--- src/rtl/assert_macros.svh ---
// ----------------------------------------------------------------------------
// Assertion macros
// Shared concurrent assertion forms for the palette binder RTL.
// ----------------------------------------------------------------------------
`ifndef ASSERT_MACROS_SVH
`define ASSERT_MACROS_SVH

// Overlapping implication: the consequent holds in the same cycle.
`define DLPB_ASSERT_IMP(lbl, clk, rst_n, ante, cons) \
  lbl: assert property (@(posedge clk) disable iff (!rst_n) (ante) |-> (cons)) \
    else $error("assertion failed: same-cycle implication");

// Non-overlapping implication: the consequent holds in the cycle after the antecedent.
`define DLPB_ASSERT_NXT(lbl, clk, rst_n, ante, cons) \
  lbl: assert property (@(posedge clk) disable iff (!rst_n) (ante) |=> (cons)) \
    else $error("assertion failed: next-cycle implication");

`endif

--- src/rtl/dlpb_pkg.sv ---
// ----------------------------------------------------------------------------
// dlpb_pkg
// Types, opcodes, record kinds and controller states of the palette binder.
// ----------------------------------------------------------------------------
package dlpb_pkg;

  // Input request and output record payloads.
  typedef struct packed {
    logic [63:0] cmd_dword;
    logic        last;
  } in_t;

  typedef struct packed {
    logic [1:0]  record_kind;
    logic [63:0] key;
    logic [63:0] palette_hash;
    logic        overflow;
    logic        run_last;
  } out_t;

  // Configuration port.
  localparam int CFG_IDX_W  = 2;
  localparam int CFG_DATA_W = 8;
  localparam logic [CFG_IDX_W-1:0] CFG_LITTLE_ENDIAN = 2'd0;
  localparam logic [CFG_IDX_W-1:0] CFG_EYE_SEGMENT   = 2'd1;
  localparam logic [CFG_IDX_W-1:0] CFG_MOUTH_SEGMENT = 2'd2;
  localparam logic [7:0] EYE_SEGMENT_RST   = 8'h08;
  localparam logic [7:0] MOUTH_SEGMENT_RST = 8'h09;

  // Record kinds.
  localparam logic [1:0] KIND_PAL  = 2'd0;
  localparam logic [1:0] KIND_HASH = 2'd1;
  localparam logic [1:0] KIND_SEG  = 2'd2;
  localparam logic [1:0] KIND_END  = 2'd3;

  // Opcodes.
  localparam logic [7:0] OP_TIMG_HASH  = 8'h20;
  localparam logic [7:0] OP_TIMG_PLAIN = 8'hFD;
  localparam logic [7:0] OP_TRI1       = 8'h05;
  localparam logic [7:0] OP_TRI2       = 8'h06;
  localparam logic [7:0] OP_QUAD       = 8'h07;
  localparam logic [7:0] OP_LOAD_PAL   = 8'hF0;
  localparam logic [7:0] OP_END        = 8'hDF;
  localparam logic [7:0] OP_WIDE_31    = 8'h31;
  localparam logic [7:0] OP_WIDE_32    = 8'h32;
  localparam logic [7:0] OP_WIDE_33    = 8'h33;
  localparam logic [7:0] OP_WIDE_35    = 8'h35;
  localparam logic [7:0] OP_WIDE_36    = 8'h36;
  localparam logic [7:0] OP_WIDE_42    = 8'h42;

  // Image formats and sizes.
  localparam logic [2:0] FMT_RGBA = 3'd0;
  localparam logic [2:0] FMT_CI   = 3'd2;
  localparam logic [1:0] SIZ_16B  = 2'd2;

  // Held texture entry: segment flag above a 64-bit key.
  localparam int HELD_W = 65;

  // Controller states.
  typedef enum logic [2:0] {
    ST_IDLE,
    ST_PAL,
    ST_RD,
    ST_FL,
    ST_END
  } state_t;

  // Commands from the controller to the datapath.
  typedef struct packed {
    logic accept;
    logic load_pal;
    logic rd;
    logic load_ent;
    logic load_end;
  } dp_cmd_t;

  // Status from the datapath to the controller.
  typedef struct packed {
    logic job_pal;
    logic job_end;
    logic fl_more;
    logic out_free;
  } dp_status_t;

endpackage

--- src/rtl/display_list_palette_binder_core.sv ---
// ----------------------------------------------------------------------------
// display_list_palette_binder_core
// Binds colour-index textures of a display list to their confirmed palette.
// ----------------------------------------------------------------------------
// Takes one 64-bit display-list word per request and emits palette, binding
// and end-of-list records in order. After a word is accepted the sequencer
// passes the palette state and the read state and is ready again in idle;
// each held texture emitted at a flush adds a read and a load state, as the
// sequencer reads the held list out of a RAM with a registered read port
// one entry at a time, and the end record on the last word adds the end
// state. A stalled output adds its stall. No clearing pass follows reset.
`include "assert_macros.svh"

module display_list_palette_binder_core #(
  parameter int HELD_DEPTH = 16
) (
  input  logic                            clk,
  input  logic                            rst_n,
  input  logic                            in_valid,
  output logic                            in_ready,
  input  dlpb_pkg::in_t                   in_data,
  output logic                            out_valid,
  input  logic                            out_ready,
  output dlpb_pkg::out_t                  out_data,
  input  logic                            cfg_we,
  input  logic [dlpb_pkg::CFG_IDX_W-1:0]  cfg_idx,
  input  logic [dlpb_pkg::CFG_DATA_W-1:0] cfg_wdata
);

  dlpb_pkg::dp_cmd_t    cmd;
  dlpb_pkg::dp_status_t status;
  logic [2:0]           loads;
  logic                 end_rec;

  // Controller.
  dlpb_ctrl u_ctrl (
    .clk      (clk),
    .rst_n    (rst_n),
    .in_valid (in_valid),
    .in_ready (in_ready),
    .status   (status),
    .cmd      (cmd)
  );

  // Datapath.
  dlpb_datapath #(
    .HELD_DEPTH (HELD_DEPTH)
  ) u_datapath (
    .clk       (clk),
    .rst_n     (rst_n),
    .in_data   (in_data),
    .cfg_we    (cfg_we),
    .cfg_idx   (cfg_idx),
    .cfg_wdata (cfg_wdata),
    .cmd       (cmd),
    .status    (status),
    .out_ready (out_ready),
    .out_valid (out_valid),
    .out_data  (out_data)
  );

  // Assertions on the sequencing of requests and records.
  assign loads   = {cmd.load_pal, cmd.load_ent, cmd.load_end};
  assign end_rec = out_valid && out_data.run_last &&
                   (out_data.record_kind == dlpb_pkg::KIND_END);

  `DLPB_ASSERT_NXT(a_one_request, clk, rst_n, cmd.accept, !in_ready)
  `DLPB_ASSERT_IMP(a_one_load, clk, rst_n, 1'b1, $onehot0(loads))
  `DLPB_ASSERT_IMP(a_load_when_free, clk, rst_n, loads != 3'd0, status.out_free)
  `DLPB_ASSERT_NXT(a_end_record, clk, rst_n, cmd.load_end, end_rec)

endmodule

--- src/rtl/dlpb_ram.sv ---
// ----------------------------------------------------------------------------
// dlpb_ram
// Generic single-write, single-read RAM with a registered read port.
// ----------------------------------------------------------------------------
module dlpb_ram #(
  parameter int WIDTH = 8,
  parameter int DEPTH = 16
) (
  input  logic                                         clk,
  input  logic                                         we,
  input  logic [((DEPTH > 1) ? $clog2(DEPTH) : 1)-1:0] waddr,
  input  logic [WIDTH-1:0]                             wdata,
  input  logic                                         re,
  input  logic [((DEPTH > 1) ? $clog2(DEPTH) : 1)-1:0] raddr,
  output logic [WIDTH-1:0]                             rdata
);

  logic [WIDTH-1:0] mem_r [DEPTH];
  logic [WIDTH-1:0] rdata_r;

  // Write port.
  always_ff @(posedge clk) begin
    if (we) begin
      mem_r[waddr] <= wdata;
    end
  end

  // Registered read port; the data holds until the next read.
  always_ff @(posedge clk) begin
    if (re) begin
      rdata_r <= mem_r[raddr];
    end
  end

  assign rdata = rdata_r;

endmodule

--- src/rtl/dlpb_ctrl.sv ---
// ----------------------------------------------------------------------------
// dlpb_ctrl
// Sequencer that accepts one request and then walks out its records.
// ----------------------------------------------------------------------------
module dlpb_ctrl (
  input  logic                   clk,
  input  logic                   rst_n,
  input  logic                   in_valid,
  output logic                   in_ready,
  input  dlpb_pkg::dp_status_t   status,
  output dlpb_pkg::dp_cmd_t      cmd
);

  dlpb_pkg::state_t state_r, state_nxt;

  // State register.
  always_ff @(posedge clk) begin
    if (!rst_n) begin
      state_r <= dlpb_pkg::ST_IDLE;
    end else begin
      state_r <= state_nxt;
    end
  end

  // Next state and commands.
  always_comb begin
    state_nxt = state_r;
    cmd       = '0;
    in_ready  = 1'b0;
    case (state_r)
      dlpb_pkg::ST_IDLE: begin
        in_ready = 1'b1;
        if (in_valid) begin
          cmd.accept = 1'b1;
          state_nxt  = dlpb_pkg::ST_PAL;
        end
      end
      dlpb_pkg::ST_PAL: begin
        if (!status.job_pal) begin
          state_nxt = dlpb_pkg::ST_RD;
        end else if (status.out_free) begin
          cmd.load_pal = 1'b1;
          state_nxt    = dlpb_pkg::ST_RD;
        end
      end
      dlpb_pkg::ST_RD: begin
        if (status.fl_more) begin
          cmd.rd    = 1'b1;
          state_nxt = dlpb_pkg::ST_FL;
        end else if (status.job_end) begin
          state_nxt = dlpb_pkg::ST_END;
        end else begin
          state_nxt = dlpb_pkg::ST_IDLE;
        end
      end
      dlpb_pkg::ST_FL: begin
        if (status.out_free) begin
          cmd.load_ent = 1'b1;
          state_nxt    = dlpb_pkg::ST_RD;
        end
      end
      dlpb_pkg::ST_END: begin
        if (status.out_free) begin
          cmd.load_end = 1'b1;
          state_nxt    = dlpb_pkg::ST_IDLE;
        end
      end
      default: begin
        state_nxt = dlpb_pkg::ST_IDLE;
      end
    endcase
  end

endmodule

--- src/rtl/dlpb_datapath.sv ---
// ----------------------------------------------------------------------------
// dlpb_datapath
// Command decode, palette and held-list state, held texture RAM and the
// output record register.
// ----------------------------------------------------------------------------
module dlpb_datapath #(
  parameter int HELD_DEPTH = 16
) (
  input  logic                                clk,
  input  logic                                rst_n,
  input  dlpb_pkg::in_t                       in_data,
  input  logic                                cfg_we,
  input  logic [dlpb_pkg::CFG_IDX_W-1:0]      cfg_idx,
  input  logic [dlpb_pkg::CFG_DATA_W-1:0]     cfg_wdata,
  input  dlpb_pkg::dp_cmd_t                   cmd,
  output dlpb_pkg::dp_status_t                status,
  input  logic                                out_ready,
  output logic                                out_valid,
  output dlpb_pkg::out_t                      out_data
);

  localparam int AW = (HELD_DEPTH > 1) ? $clog2(HELD_DEPTH) : 1;
  localparam int CW = $clog2(HELD_DEPTH + 1);
  localparam logic [CW-1:0] DEPTH_C = CW'(HELD_DEPTH);

  // Configuration registers.
  logic       little_endian_r;
  logic [7:0] eye_segment_r;
  logic [7:0] mouth_segment_r;

  // List state.
  logic          await_r,    await_nxt;
  logic [5:0]    fmt_bits_r, fmt_bits_nxt;
  logic          staged_v_r, staged_v_nxt;
  logic [63:0]   staged_h_r, staged_h_nxt;
  logic          active_v_r, active_v_nxt;
  logic [63:0]   active_h_r, active_h_nxt;
  logic [CW-1:0] held_cnt_r, held_cnt_nxt;
  logic          ovf_r,      ovf_nxt;
  logic          fin_r,      fin_nxt;

  // Job registers describing the records owed for the current request.
  logic          job_pal_r,  job_pal_nxt;
  logic [CW-1:0] job_n_r,    job_n_nxt;
  logic          job_end_r;
  logic          job_ovf_r;
  logic [63:0]   job_hash_r;
  logic [CW-1:0] fl_idx_r;
  logic [CW-1:0] fl_idx_inc;

  // Output register.
  logic           out_valid_r;
  dlpb_pkg::out_t out_data_r;
  logic           out_free;

  // Decode signals.
  logic [63:0]   c;
  logic [63:0]   word;
  logic [7:0]    op;
  logic [2:0]    fmt;
  logic [1:0]    siz;
  logic [7:0]    seg;
  logic          is_wide;
  logic          is_draw;
  logic          hold_req;
  logic          hold_seg;
  logic [63:0]   hold_key;
  logic          held_wr;
  logic [CW-1:0] cnt_mid;
  logic          flush_req;

  // Held texture RAM.
  logic [dlpb_pkg::HELD_W-1:0] ram_rdata;

  dlpb_ram #(
    .WIDTH (dlpb_pkg::HELD_W),
    .DEPTH (HELD_DEPTH)
  ) u_held_ram (
    .clk   (clk),
    .we    (cmd.accept && held_wr),
    .waddr (held_cnt_r[AW-1:0]),
    .wdata ({hold_seg, hold_key}),
    .re    (cmd.rd),
    .raddr (fl_idx_r[AW-1:0]),
    .rdata (ram_rdata)
  );

  // Byte order of each 32-bit half and field extraction.
  assign c    = in_data.cmd_dword;
  assign word = little_endian_r ?
                {c[39:32], c[47:40], c[55:48], c[63:56],
                 c[7:0],   c[15:8],  c[23:16], c[31:24]} : c;
  assign op   = word[63:56];
  assign fmt  = word[55:53];
  assign siz  = word[52:51];
  assign seg  = word[31:24];

  assign is_wide = (op == dlpb_pkg::OP_TIMG_HASH) || (op == dlpb_pkg::OP_WIDE_31) ||
                   (op == dlpb_pkg::OP_WIDE_32)   || (op == dlpb_pkg::OP_WIDE_33) ||
                   (op == dlpb_pkg::OP_WIDE_35)   || (op == dlpb_pkg::OP_WIDE_36) ||
                   (op == dlpb_pkg::OP_WIDE_42);
  assign is_draw = (op == dlpb_pkg::OP_TRI1) || (op == dlpb_pkg::OP_TRI2) ||
                   (op == dlpb_pkg::OP_QUAD);

  // Next list state and the job for one request.
  always_comb begin
    await_nxt    = await_r;
    fmt_bits_nxt = fmt_bits_r;
    staged_v_nxt = staged_v_r;
    staged_h_nxt = staged_h_r;
    active_v_nxt = active_v_r;
    active_h_nxt = active_h_r;
    ovf_nxt      = ovf_r;
    fin_nxt      = fin_r;
    hold_req     = 1'b0;
    hold_seg     = 1'b0;
    hold_key     = '0;
    job_pal_nxt  = 1'b0;
    flush_req    = 1'b0;
    held_wr      = 1'b0;
    cnt_mid      = held_cnt_r;

    if (!fin_r) begin
      if (await_r) begin
        // Second word of a wide command: the texture hash.
        await_nxt = 1'b0;
        if (fmt_bits_r[5]) begin
          if (fmt_bits_r[2:0] == dlpb_pkg::FMT_RGBA && fmt_bits_r[4:3] == dlpb_pkg::SIZ_16B)
          begin
            staged_v_nxt = 1'b1;
            staged_h_nxt = word;
          end else if (fmt_bits_r[2:0] == dlpb_pkg::FMT_CI) begin
            hold_req = 1'b1;
            hold_key = word;
          end
        end
      end else if (is_wide) begin
        await_nxt    = 1'b1;
        fmt_bits_nxt = (op == dlpb_pkg::OP_TIMG_HASH) ? {1'b1, siz, fmt} : 6'd0;
      end else if (op == dlpb_pkg::OP_TIMG_PLAIN) begin
        if (fmt == dlpb_pkg::FMT_CI && (seg == eye_segment_r || seg == mouth_segment_r)) begin
          hold_req = 1'b1;
          hold_seg = 1'b1;
          hold_key = {32'd0, seg, 24'd0};
        end
      end else if (op == dlpb_pkg::OP_LOAD_PAL) begin
        if (staged_v_r) begin
          active_v_nxt = 1'b1;
          active_h_nxt = staged_h_r;
          staged_v_nxt = 1'b0;
          job_pal_nxt  = 1'b1;
        end
      end else if (is_draw) begin
        flush_req = 1'b1;
      end else if (op == dlpb_pkg::OP_END) begin
        flush_req = 1'b1;
        fin_nxt   = 1'b1;
      end
    end

    // Append to the held list, or mark overflow when it is full.
    if (hold_req) begin
      if (held_cnt_r >= DEPTH_C) begin
        ovf_nxt = 1'b1;
      end else begin
        held_wr = 1'b1;
        cnt_mid = held_cnt_r + 1'b1;
      end
    end

    if (in_data.last) begin
      flush_req = 1'b1;
    end

    // Entries are only emitted at a flush, and only when a palette has been
    // confirmed.
    job_n_nxt    = (flush_req && active_v_nxt) ? cnt_mid : '0;
    held_cnt_nxt = flush_req ? '0 : cnt_mid;
  end

  // List state registers.
  always_ff @(posedge clk) begin
    if (!rst_n) begin
      await_r    <= 1'b0;
      fmt_bits_r <= '0;
      staged_v_r <= 1'b0;
      staged_h_r <= '0;
      active_v_r <= 1'b0;
      active_h_r <= '0;
      held_cnt_r <= '0;
      ovf_r      <= 1'b0;
      fin_r      <= 1'b0;
    end else if (cmd.accept) begin
      if (in_data.last) begin
        // The last word closes the list and returns it to its initial state.
        await_r    <= 1'b0;
        fmt_bits_r <= '0;
        staged_v_r <= 1'b0;
        staged_h_r <= '0;
        active_v_r <= 1'b0;
        active_h_r <= '0;
        held_cnt_r <= '0;
        ovf_r      <= 1'b0;
        fin_r      <= 1'b0;
      end else begin
        await_r    <= await_nxt;
        fmt_bits_r <= fmt_bits_nxt;
        staged_v_r <= staged_v_nxt;
        staged_h_r <= staged_h_nxt;
        active_v_r <= active_v_nxt;
        active_h_r <= active_h_nxt;
        held_cnt_r <= held_cnt_nxt;
        ovf_r      <= ovf_nxt;
        fin_r      <= fin_nxt;
      end
    end
  end

  // Job registers and the flush index.
  always_ff @(posedge clk) begin
    if (!rst_n) begin
      job_pal_r <= 1'b0;
      job_n_r   <= '0;
      job_end_r <= 1'b0;
      fl_idx_r  <= '0;
    end else if (cmd.accept) begin
      job_pal_r <= job_pal_nxt;
      job_n_r   <= job_n_nxt;
      job_end_r <= in_data.last;
      fl_idx_r  <= '0;
    end else if (cmd.load_ent) begin
      fl_idx_r  <= fl_idx_inc;
    end
  end

  always_ff @(posedge clk) begin
    if (cmd.accept) begin
      job_ovf_r  <= ovf_nxt;
      job_hash_r <= active_h_nxt;
    end
  end

  assign fl_idx_inc = fl_idx_r + 1'b1;

  // Configuration registers.
  always_ff @(posedge clk) begin
    if (!rst_n) begin
      little_endian_r <= 1'b0;
      eye_segment_r   <= dlpb_pkg::EYE_SEGMENT_RST;
      mouth_segment_r <= dlpb_pkg::MOUTH_SEGMENT_RST;
    end else if (cfg_we) begin
      case (cfg_idx)
        dlpb_pkg::CFG_LITTLE_ENDIAN: little_endian_r <= cfg_wdata[0];
        dlpb_pkg::CFG_EYE_SEGMENT:   eye_segment_r   <= cfg_wdata;
        dlpb_pkg::CFG_MOUTH_SEGMENT: mouth_segment_r <= cfg_wdata;
        default: begin
        end
      endcase
    end
  end

  // Output record register.
  assign out_free = !out_valid_r || out_ready;

  always_ff @(posedge clk) begin
    if (!rst_n) begin
      out_valid_r <= 1'b0;
    end else if (cmd.load_pal || cmd.load_ent || cmd.load_end) begin
      out_valid_r <= 1'b1;
    end else if (out_ready) begin
      out_valid_r <= 1'b0;
    end
  end

  always_ff @(posedge clk) begin
    if (cmd.load_pal) begin
      out_data_r.record_kind  <= dlpb_pkg::KIND_PAL;
      out_data_r.key          <= job_hash_r;
      out_data_r.palette_hash <= job_hash_r;
      out_data_r.overflow     <= job_ovf_r;
      out_data_r.run_last     <= (job_n_r == '0) && !job_end_r;
    end else if (cmd.load_ent) begin
      out_data_r.record_kind  <= ram_rdata[dlpb_pkg::HELD_W-1] ? dlpb_pkg::KIND_SEG
                                                                : dlpb_pkg::KIND_HASH;
      out_data_r.key          <= ram_rdata[63:0];
      out_data_r.palette_hash <= job_hash_r;
      out_data_r.overflow     <= job_ovf_r;
      out_data_r.run_last     <= (fl_idx_inc == job_n_r) && !job_end_r;
    end else if (cmd.load_end) begin
      out_data_r.record_kind  <= dlpb_pkg::KIND_END;
      out_data_r.key          <= '0;
      out_data_r.palette_hash <= '0;
      out_data_r.overflow     <= job_ovf_r;
      out_data_r.run_last     <= 1'b1;
    end
  end

  assign out_valid = out_valid_r;
  assign out_data  = out_data_r;

  // Status towards the controller.
  assign status.job_pal  = job_pal_r;
  assign status.job_end  = job_end_r;
  assign status.fl_more  = fl_idx_r < job_n_r;
  assign status.out_free = out_free;

endmodule

--- config.mk ---
export PLATFORM = sky130hd
export DESIGN_NAME = display_list_palette_binder_core
export DESIGN_NICKNAME = d
export VERILOG_FILES = /design/src/rtl/dlpb_pkg.sv /design/src/rtl/display_list_palette_binder_core.sv /design/src/rtl/dlpb_ram.sv /design/src/rtl/dlpb_ctrl.sv /design/src/rtl/dlpb_datapath.sv
export VERILOG_INCLUDE_DIRS = /design/src /design/src/rtl
export SDC_FILE = /design/constraint.sdc
export NUM_CORES = 1
export LEC_CHECK = 0
export ABC_AREA = 0
export ABC_CLOCK_PERIOD_IN_PS = 7800
export CELL_PAD_IN_SITES_DETAIL_PLACEMENT = 1
export CELL_PAD_IN_SITES_GLOBAL_PLACEMENT = 2
export CORE_MARGIN = 3
export CORE_UTILIZATION = 50
export CTS_CLUSTER_DIAMETER = 80
export DETAILED_ROUTE_END_ITERATION = 6
export DONT_BUFFER_PORTS = 1
export PLACE_DENSITY_LB_ADDON = 0.1
export SLEW_MARGIN = 20
export SYNTH_ARGS = -nofsm -noshare
export SYNTH_HDL_FRONTEND = slang
export SYNTH_SLANG_ARGS = --single-unit
--- constraint.sdc ---
create_clock -name clk -period 7.8 [get_ports clk]
set_clock_uncertainty 0.1 [all_clocks]
set_input_delay 0.78 -clock clk [delete_from_list [all_inputs] [get_ports clk]]
set_output_delay 0.78 -clock clk [all_outputs]
set_load 0.1 [all_outputs]
==> results of run 1 <==
-- what timing repair did --
item | CTS | global route
hold endpoints to repair | 3 | 0
endpoints found under the setup margin | 0 | 0
hold buffers | 1 | 0
-- sequential cells by signal (all words and copies together), names as in the netlist, 5 cells and up --
| name | flops |
|---|---|
| u_datapath.job_hash_r | 64 |
| u_datapath.held_cnt_r | 5 |
| u_datapath.u_held_ram.mem_r | 1040 |
| u_datapath.job_n_r | 5 |
| u_datapath.u_held_ram.rdata | 65 |
| u_datapath.mouth_segment_r | 8 |
| u_datapath.active_h_r | 64 |
| u_datapath.staged_h_r | 64 |
| u_datapath.out_data | 132 |
| u_datapath.eye_segment_r | 8 |
| u_datapath.fmt_bits_r | 6 |
| u_datapath.fl_idx_r | 5 |
-- placed cells by master (no fill, tap or decap), types with 9 or more instances in the layout --
master,instances
edfxtp_1,1300
mux4_2,325
dfxtp_1,174
clkbuf_16,153
a22o_1,133
and2_1,124
nand2_1,87
mux2_2,72
mux2i_1,69
o21ai_0,67
nor2_1,64
buf_4,39
clkinv_1,30
clkbuf_1,30
nor2b_1,26
nor2_2,23
clkinv_2,21
xnor2_1,20
and3_4,16
inv_1,15
a21oi_1,15
bufinv_16,14
nand3_1,10
ha_1,10
clkbuf_8,10
xor2_1,9
nor3_1,9
mux2i_2,9
a22oi_1,9
-- power by group --
group / internal, mW / switching (mW) / total [mW]
Combinational: 0.0710 / 0.173 / 0.244
Sequential: 8.53 / 0.116 / 8.65
Clock: 4.19 / 3.06 / 7.26
Total: 12.8 / 3.35 / 16.2
-- metal layers --
metal / vias to the layer above / routed length (um)
li1: 11600 / -
met1: 15250 / 64040
met2: 991 / 71010
met3: 168 / 10130
met4: 2 / 2720
met5: - / 13
-- synth_stat cells (all sizes together) (4+ instances only) --
cell and count:
edfxtp 1300, mux4 325, dfxtp 179, a22o 133, and2 126, clkbuf 104, nand2 89, nor2 89
mux2i 78, mux2 72, o21ai 71, buf 58, nor2b 26, and3 24, xnor2 20, inv 17
a21oi 16, nor3 12, ha 10, nand3 10, a22oi 9, nor4 9, xor2 9, nand2b 7
o22ai 7, nor3b 5, a21boi 4
-- path summary, 6_finish.rpt --
path	startpoint	to	slack (ns)
worst min-delay path	cfg_wdata[3]	u_datapath.eye_segment_r[3]$_SDFFE_PN1P_	0.05
worst min register to register	u_datapath.ovf_r$_SDFFE_PN0P_	u_datapath.ovf_r$_SDFFE_PN0P_	0.36
worst max-delay path	u_datapath.little_endian_r$_SDFFE_PN0P_	u_datapath.u_held_ram.mem_r[4][55]$_DFFE_PP_	2.02
worst max register to register	u_datapath.little_endian_r$_SDFFE_PN0P_	u_datapath.u_held_ram.mem_r[4][55]$_DFFE_PP_	2.02
-- layout make-up --
cell class / count / area (um2) / share of cell area
inverter: 17 / 71.32 / 0.001120
antenna: 4 / 10.01 / 0.0001572
timing repair buffer: 50 / 523.0 / 0.008213
clock inverter: 88 / 923.4 / 0.01450
tap: 1488 / 1862 / 0.02923
multi-input combinational: 1181 / 13580 / 0.2132
sequential: 1479 / 42640 / 0.6696
clock buffer: 193 / 4079 / 0.06405
-- metrics by stage --
| step | power [mW] | instance area (um2) | util | setup WS (ns) |
|---|---|---|---|---|
| 2_1_floorplan | 8.949 | 56680 | - | 0.9224 |
| 3_3_place_gp | 9.057 | 58460 | 0.5239 | 2.421 |
| 3_5_place_dp | 9.061 | 58470 | 0.5240 | 2.148 |
| 4_1_cts | 16.27 | 63480 | 0.5689 | 2.120 |
| 5_1_grt | 16.63 | 63670 | 0.5706 | 1.739 |
| 6_report | 16.15 | 63680 | 0.5707 | 2.024 |
-- logic make-up (layout without fill, tap and decap cells) --
| group | count (synthesis) | after routing | synth area share |
|---|---|---|---|
| flops | 1479 | 1479 | 0.7520 |
| compound gates | 259 | 259 | 0.03400 |
| fa+ha+maj | 10 | 10 | 0.002208 |
| xor+xnor | 29 | 29 | 0.004481 |
| simple gates | 408 | 408 | 0.03729 |
| other cells | 0 | 4 | 0 |
| mux | 475 | 475 | 0.1576 |
| buf+inv | 179 | 348 | 0.01243 |
==> out/qor.yml, run 1 <==
p_per_area_mw_per_mm2: 253.6
antenna_found_initial: 4
reg2reg_depth: 9
io_pins: 214
met3_usage: 0.04701
cts_buffers: 151
netlist_area_mm2: 0.05668
dp.cells: 4209
die_width_um: 342.7
postSynthAreaPerCell_um2: 19.96
layout.cells.non_filler: 4500
synth_area_leader_cell: "edfxtp_1"
drv_slew: 0
setup_viol: 0
fin_nets: 2970
arrival_ns: 6.09
grt_pass1_vias: 29450
route.detailed.drc: 0
synth_area_leaders: "edfxtp_1 (69%), mux4_2 (13%), dfxtp_1 (6.3%)"
ys_seq_area_frac: 0.7520
clock_latency_ns: 0.76
slowest_stage: "and3_4"
cts_num_sinks: 1479
hp-class: "input pin to register"
io_buffers: 0
cts_tree: "yes"
synthCells: 2839
hold-worst-slack_ns: 0.04729
synth-async-reset-ratio: 0
crit_required_ns: 8.12
initial_utilization: 0.5079
fin_setup_tns_ns: 0
synthDistinctLibCells: 57
drive_above_1_share: 0.2460
leakage_nw: 19.77
use_met1: 0.3738
synth_nets: 2929
gp_congestion: 0.7713
grt_max_degree: 152
crit_chain: "buf_4 -> mux2i_1 -> nor3_1 -> nand3_1 -> a2111oi_4 -> o21ai_2 -> nor2_2 -> and3_4 -> buf_4"
hold_depth: 2
vias: 28010
critical-path-max-stage-delay_ns: 1.04
period_share: 0.7405
rows: 122
drt_iter0_markers: 2983
synthFlopType: "edfxtp_1"
avgViaCountPerCell: 6.224
ir_worst_vdd_uv: 220.0
crit_type: "register to register"
rsz0062_at_grt: "false"
ant_nets: 0
hold_viol: 0
core_region_area_mm2: 0.1116
synth_top_area_frac: 0.6888
synth_seq_cells: 1479
grtUsageTotal: 0.2551
firstDrtPassIters: 5
crit_buf_inv: 2
die_h_um: 342.7
path_max_fanout: 52
path_delay_family: "simple AND/OR/NAND/NOR gates"
status: "completed"
crit_top_cell: "buf_4"
postCtsSetupBuffers: 0
hpwlAfterDp_um: 86330
areaGrowthSynthToFinish_pct: 12.36
clock.fmax_ghz: 0.1731
synth_edf_count: 1300
h-tree-depth: 4
busiest_layer: "met2"
path_clk_slew_ns: 0.06
grt_use_met2: 0.4017
ctsResizeCount: 0
wl_per_cell_um: 32.87
worstSetupStartpointType: "register"
max_cap_violations: 0
slew-limit-headroom: 0.1670
dieArea_mm2: 0.1174
period_minus_slack_ns: 5.776
grt_pass1_wl_um: 214100
cts_root_buf: "clkbuf_16"
drt-total-wl_um: 147900
worst-path-stages: 9
grt-ovfl-total: 0
cts.path.max_buffers: 3
worst_slew_pin_slew_ns: 1.215
n_fill_cell: 9413
synth-warning-count: 0
crit_path_end_kind: "register"
No activity file was read; power rests on OpenSTA's default activity.
==> inputs of run 2 (changes only) <==
Settings changed: ABC_CLOCK_PERIOD_IN_PS 7800 to 4700, CORE_UTILIZATION 50 to 45.
Clock period 7.8 ns to 4.7 ns, I/O delays scaled along.
==> run 2 against run 1 <==
Register-to-register slack got worse by 1.8 ns. Non-clock buffer count rose by 129. Global-route usage fell by 0.89 points. Power rose by 66%. Maximum frequency rose by 29%. Setup slack got worse by 1.8 ns. Clock-buffer cell count rose by 7. Sequential cell count did not move.
==> out/qor.yml, run 2 (same netlist as run 1, synthesis figures left out) <==
crit_type: "register to register"  # unchanged
antenna_found_initial: 18  # was 4
drt-total-wl_um: 160200  # was 147900 um
crit_path_end_kind: "register"  # unchanged
multi_input_area_mm2: 0.01354  # was 0.01358 mm2
whs_endpoint: "u_datapath.staged_h_r[37]$_SDFFE_PN0P_"  # was u_datapath.eye_segment_r[3]$_SDFFE_PN1P_
fin_nets: 3103  # was 2970
crit_chain: "mux2i_1 -> xnor2_1 -> nor4_1 -> nand2_1 -> a2111oi_4 -> o21ai_2 -> nor2_2 -> buf_4 -> and3_4 -> buf_12"  # was buf_4 -> mux2i_1 -> nor3_1 -> nand3_1 -> a2111oi_4 -> o21ai_2 -> nor2_2 -> and3_4 -> buf_4
rows: 129  # was 122
grt_pass1_wl_um: 227400  # was 214100 um
layout_commonest_cell: "edfxtp_1"  # unchanged
grtUsageTotal: 0.2462  # was 0.2551
grt-ovfl-total: 0  # unchanged
io_buffers: 0  # unchanged
cts.path.max_buffers: 3  # unchanged
hold_viol: 0  # unchanged
period_minus_slack_ns: 4.471  # was 5.776 ns
p_total_mw: 26.76  # was 16.15 mW
grt_pass1_vias: 29150  # was 29450
rrSetupSlack_ns: 0.23  # was 2.02 ns
stdcell_area_mm2: 0.06517  # was 0.06368 mm2
clock.fmax_ghz: 0.2237  # was 0.1731 GHz
place_area_mm2: 0.05958  # was 0.05847 mm2
n_fill_cell: 10940  # was 9413
place_ws_ns: 0.2084  # was 2.148 ns
hp-class: "input pin to register"  # unchanged
drive_above_1_share: 0.2515  # was 0.2460
ant_nets: 0  # unchanged
p_per_area_mw_per_mm2: 410.6  # was 253.6 mW/mm2
rsz0062_at_grt: "false"  # unchanged
initial_utilization: 0.4555  # was 0.5079
worstSetupStartpointType: "register"  # unchanged
drv_slew: 0  # unchanged
path_clk_slew_ns: 0.06  # about the same
largest_register_ffs: 1040  # unchanged
cts_root_buf: "clkbuf_16"  # unchanged
core_region_area_mm2: 0.1244  # was 0.1116 mm2
min_from: "in_data[62]"  # was cfg_wdata[3]
wl_per_cell_um: 33.48  # was 32.87 um
drt_iter0_markers: 3696  # was 2983
die_h_um: 360.9  # was 342.7 um
clock_latency_ns: 0.78  # was 0.76 ns
hold_depth: 3  # was 2
cts_num_sinks: 1479  # unchanged
route.detailed.drc: 0  # unchanged
status: "completed"  # unchanged
layout_common_cells: "edfxtp_1 (1300), mux4_2 (325), dfxtp_1 (174), clkbuf_16 (158), a22o_1 (133)"  # was edfxtp_1 (1300), mux4_2 (325), dfxtp_1 (174), clkbuf_16 (153), a22o_1 (133)
worst_slew_pin_slew_ns: 1.093  # was 1.215 ns
vias: 29130  # was 28010
areaGrowthSynthToFinish_pct: 14.99  # was 12.36%
grt_max_degree: 142  # was 152
leakage_nw: 20.41  # was 19.77 nW
max_cap_violations: 0  # unchanged
fin_ws_ns: 0.2292  # was 2.024 ns
cts_tree: "yes"  # unchanged
slowest_stage: "dfxtp_4"  # was and3_4
h-tree-depth: 4  # unchanged
die_width_um: 360.9  # was 342.7 um
io_pins: 214  # unchanged
ir_worst_vdd_uv: 299.5  # was 220.0 uV
hold-worst-slack_ns: 0.06107  # was 0.04729 ns
top_register: "u_datapath.u_held_ram.mem_r"  # unchanged
fin_setup_tns_ns: 0  # unchanged
hpwlAfterDp_um: 104800  # was 86330 um
arrival_ns: 4.83  # was 6.09 ns
crit_required_ns: 5.06  # was 8.12 ns
setup_viol: 0  # unchanged
critical-path-max-stage-delay_ns: 0.73  # was 1.04 ns
avgViaCountPerCell: 6.089  # was 6.224
cts_buffers: 155  # was 151
slew-limit-headroom: 0.2726  # was 0.1670
path_max_fanout: 28  # was 52
gp_congestion: 0.8476  # was 0.7713
seq_area_mm2: 0.04264  # unchanged
period_share: 0.9512  # was 0.7405
worstReg2RegEnd: "u_datapath.u_held_ram.mem_r[1][39]$_DFFE_PP_"  # was u_datapath.u_held_ram.mem_r[4][55]$_DFFE_PP_
reg2reg_depth: 10  # was 9
dieArea_mm2: 0.1302  # was 0.1174 mm2
firstDrtPassIters: 7  # was 5
postCtsSetupBuffers: 0  # unchanged
timing.rr.start: "u_datapath.little_endian_r$_SDFFE_PN0P_"  # unchanged
-- run 2: power by group --
part           internal (mW)  switching [mW]  total [mW]
Sequential              14.2           0.244        14.4
Combinational          0.152           0.281       0.433
Clock                   6.87            5.04        11.9
-- run 2: final cells by class --
type / count / share of cell area
inverters: 17 / 0.001094
flip-flops and latches: 1479 / 0.6542
diodes: 9 / 0.0003456
clock buffers: 200 / 0.06416
well taps: 1637 / 0.03143
multi-input cells: 1181 / 0.2078
repair buffers: 179 / 0.03018
clock inverters: 81 / 0.01077
-- run 2: metrics by stage --
| stage | utilization | cells |
|---|---|---|
| 4_1_cts | 0.5231 | 4772 |
| 2_1_floorplan | - | 2839 |
| 3_3_place_gp | 0.4786 | 4430 |
| 5_1_grt | 0.5236 | 4775 |
| 3_5_place_dp | 0.4788 | 4430 |
| 6_report | 0.5237 | 4783 |
-- run 2: worst max-delay path: cells and delay by family (launching register included) --
kind                      cells  cell delay (ns)
and+or+nand+nor               4             1.20
buffers and inverters         2             0.54
xor gates and xnor gates      1             0.13
DFF                           1             0.73
AOI/OAI and AO/OA             2             0.69
muxes                         1             0.71
-- run 2: what timing repair did --
action | CTS | global route
hold endpoints to repair | 111 | 0
resized for setup | 0 | 0
hold buffers | 61 | 0
-- run 2: worst max-delay path by stage --
stage                                                  from                                      endpoint  cells after the start
floorplan                 u_datapath.out_valid$_SDFFE_PN0P_              u_datapath.out_data[0]$_DFFE_PP_                      6
global placement    u_datapath.little_endian_r$_SDFFE_PN0P_  u_datapath.u_held_ram.mem_r[1][45]$_DFFE_PP_                     10
detailed placement  u_datapath.little_endian_r$_SDFFE_PN0P_  u_datapath.u_held_ram.mem_r[1][46]$_DFFE_PP_                     10
CTS                 u_datapath.little_endian_r$_SDFFE_PN0P_  u_datapath.u_held_ram.mem_r[1][39]$_DFFE_PP_                     10
global route        u_datapath.little_endian_r$_SDFFE_PN0P_  u_datapath.u_held_ram.mem_r[1][39]$_DFFE_PP_                     10
finish              u_datapath.little_endian_r$_SDFFE_PN0P_  u_datapath.u_held_ram.mem_r[1][39]$_DFFE_PP_                     10
-- run 2: metal layers --
layer  track usage  wire length [um]  part of all wire  up-vias
met5             0                12          0.000075        -
met4       0.04503              2072             0.013        2
met3       0.05998             15770             0.098      152
met2        0.3207             64790              0.40     1253
met1        0.4166             77510              0.48    15860
li1              -                 -                 -    11860
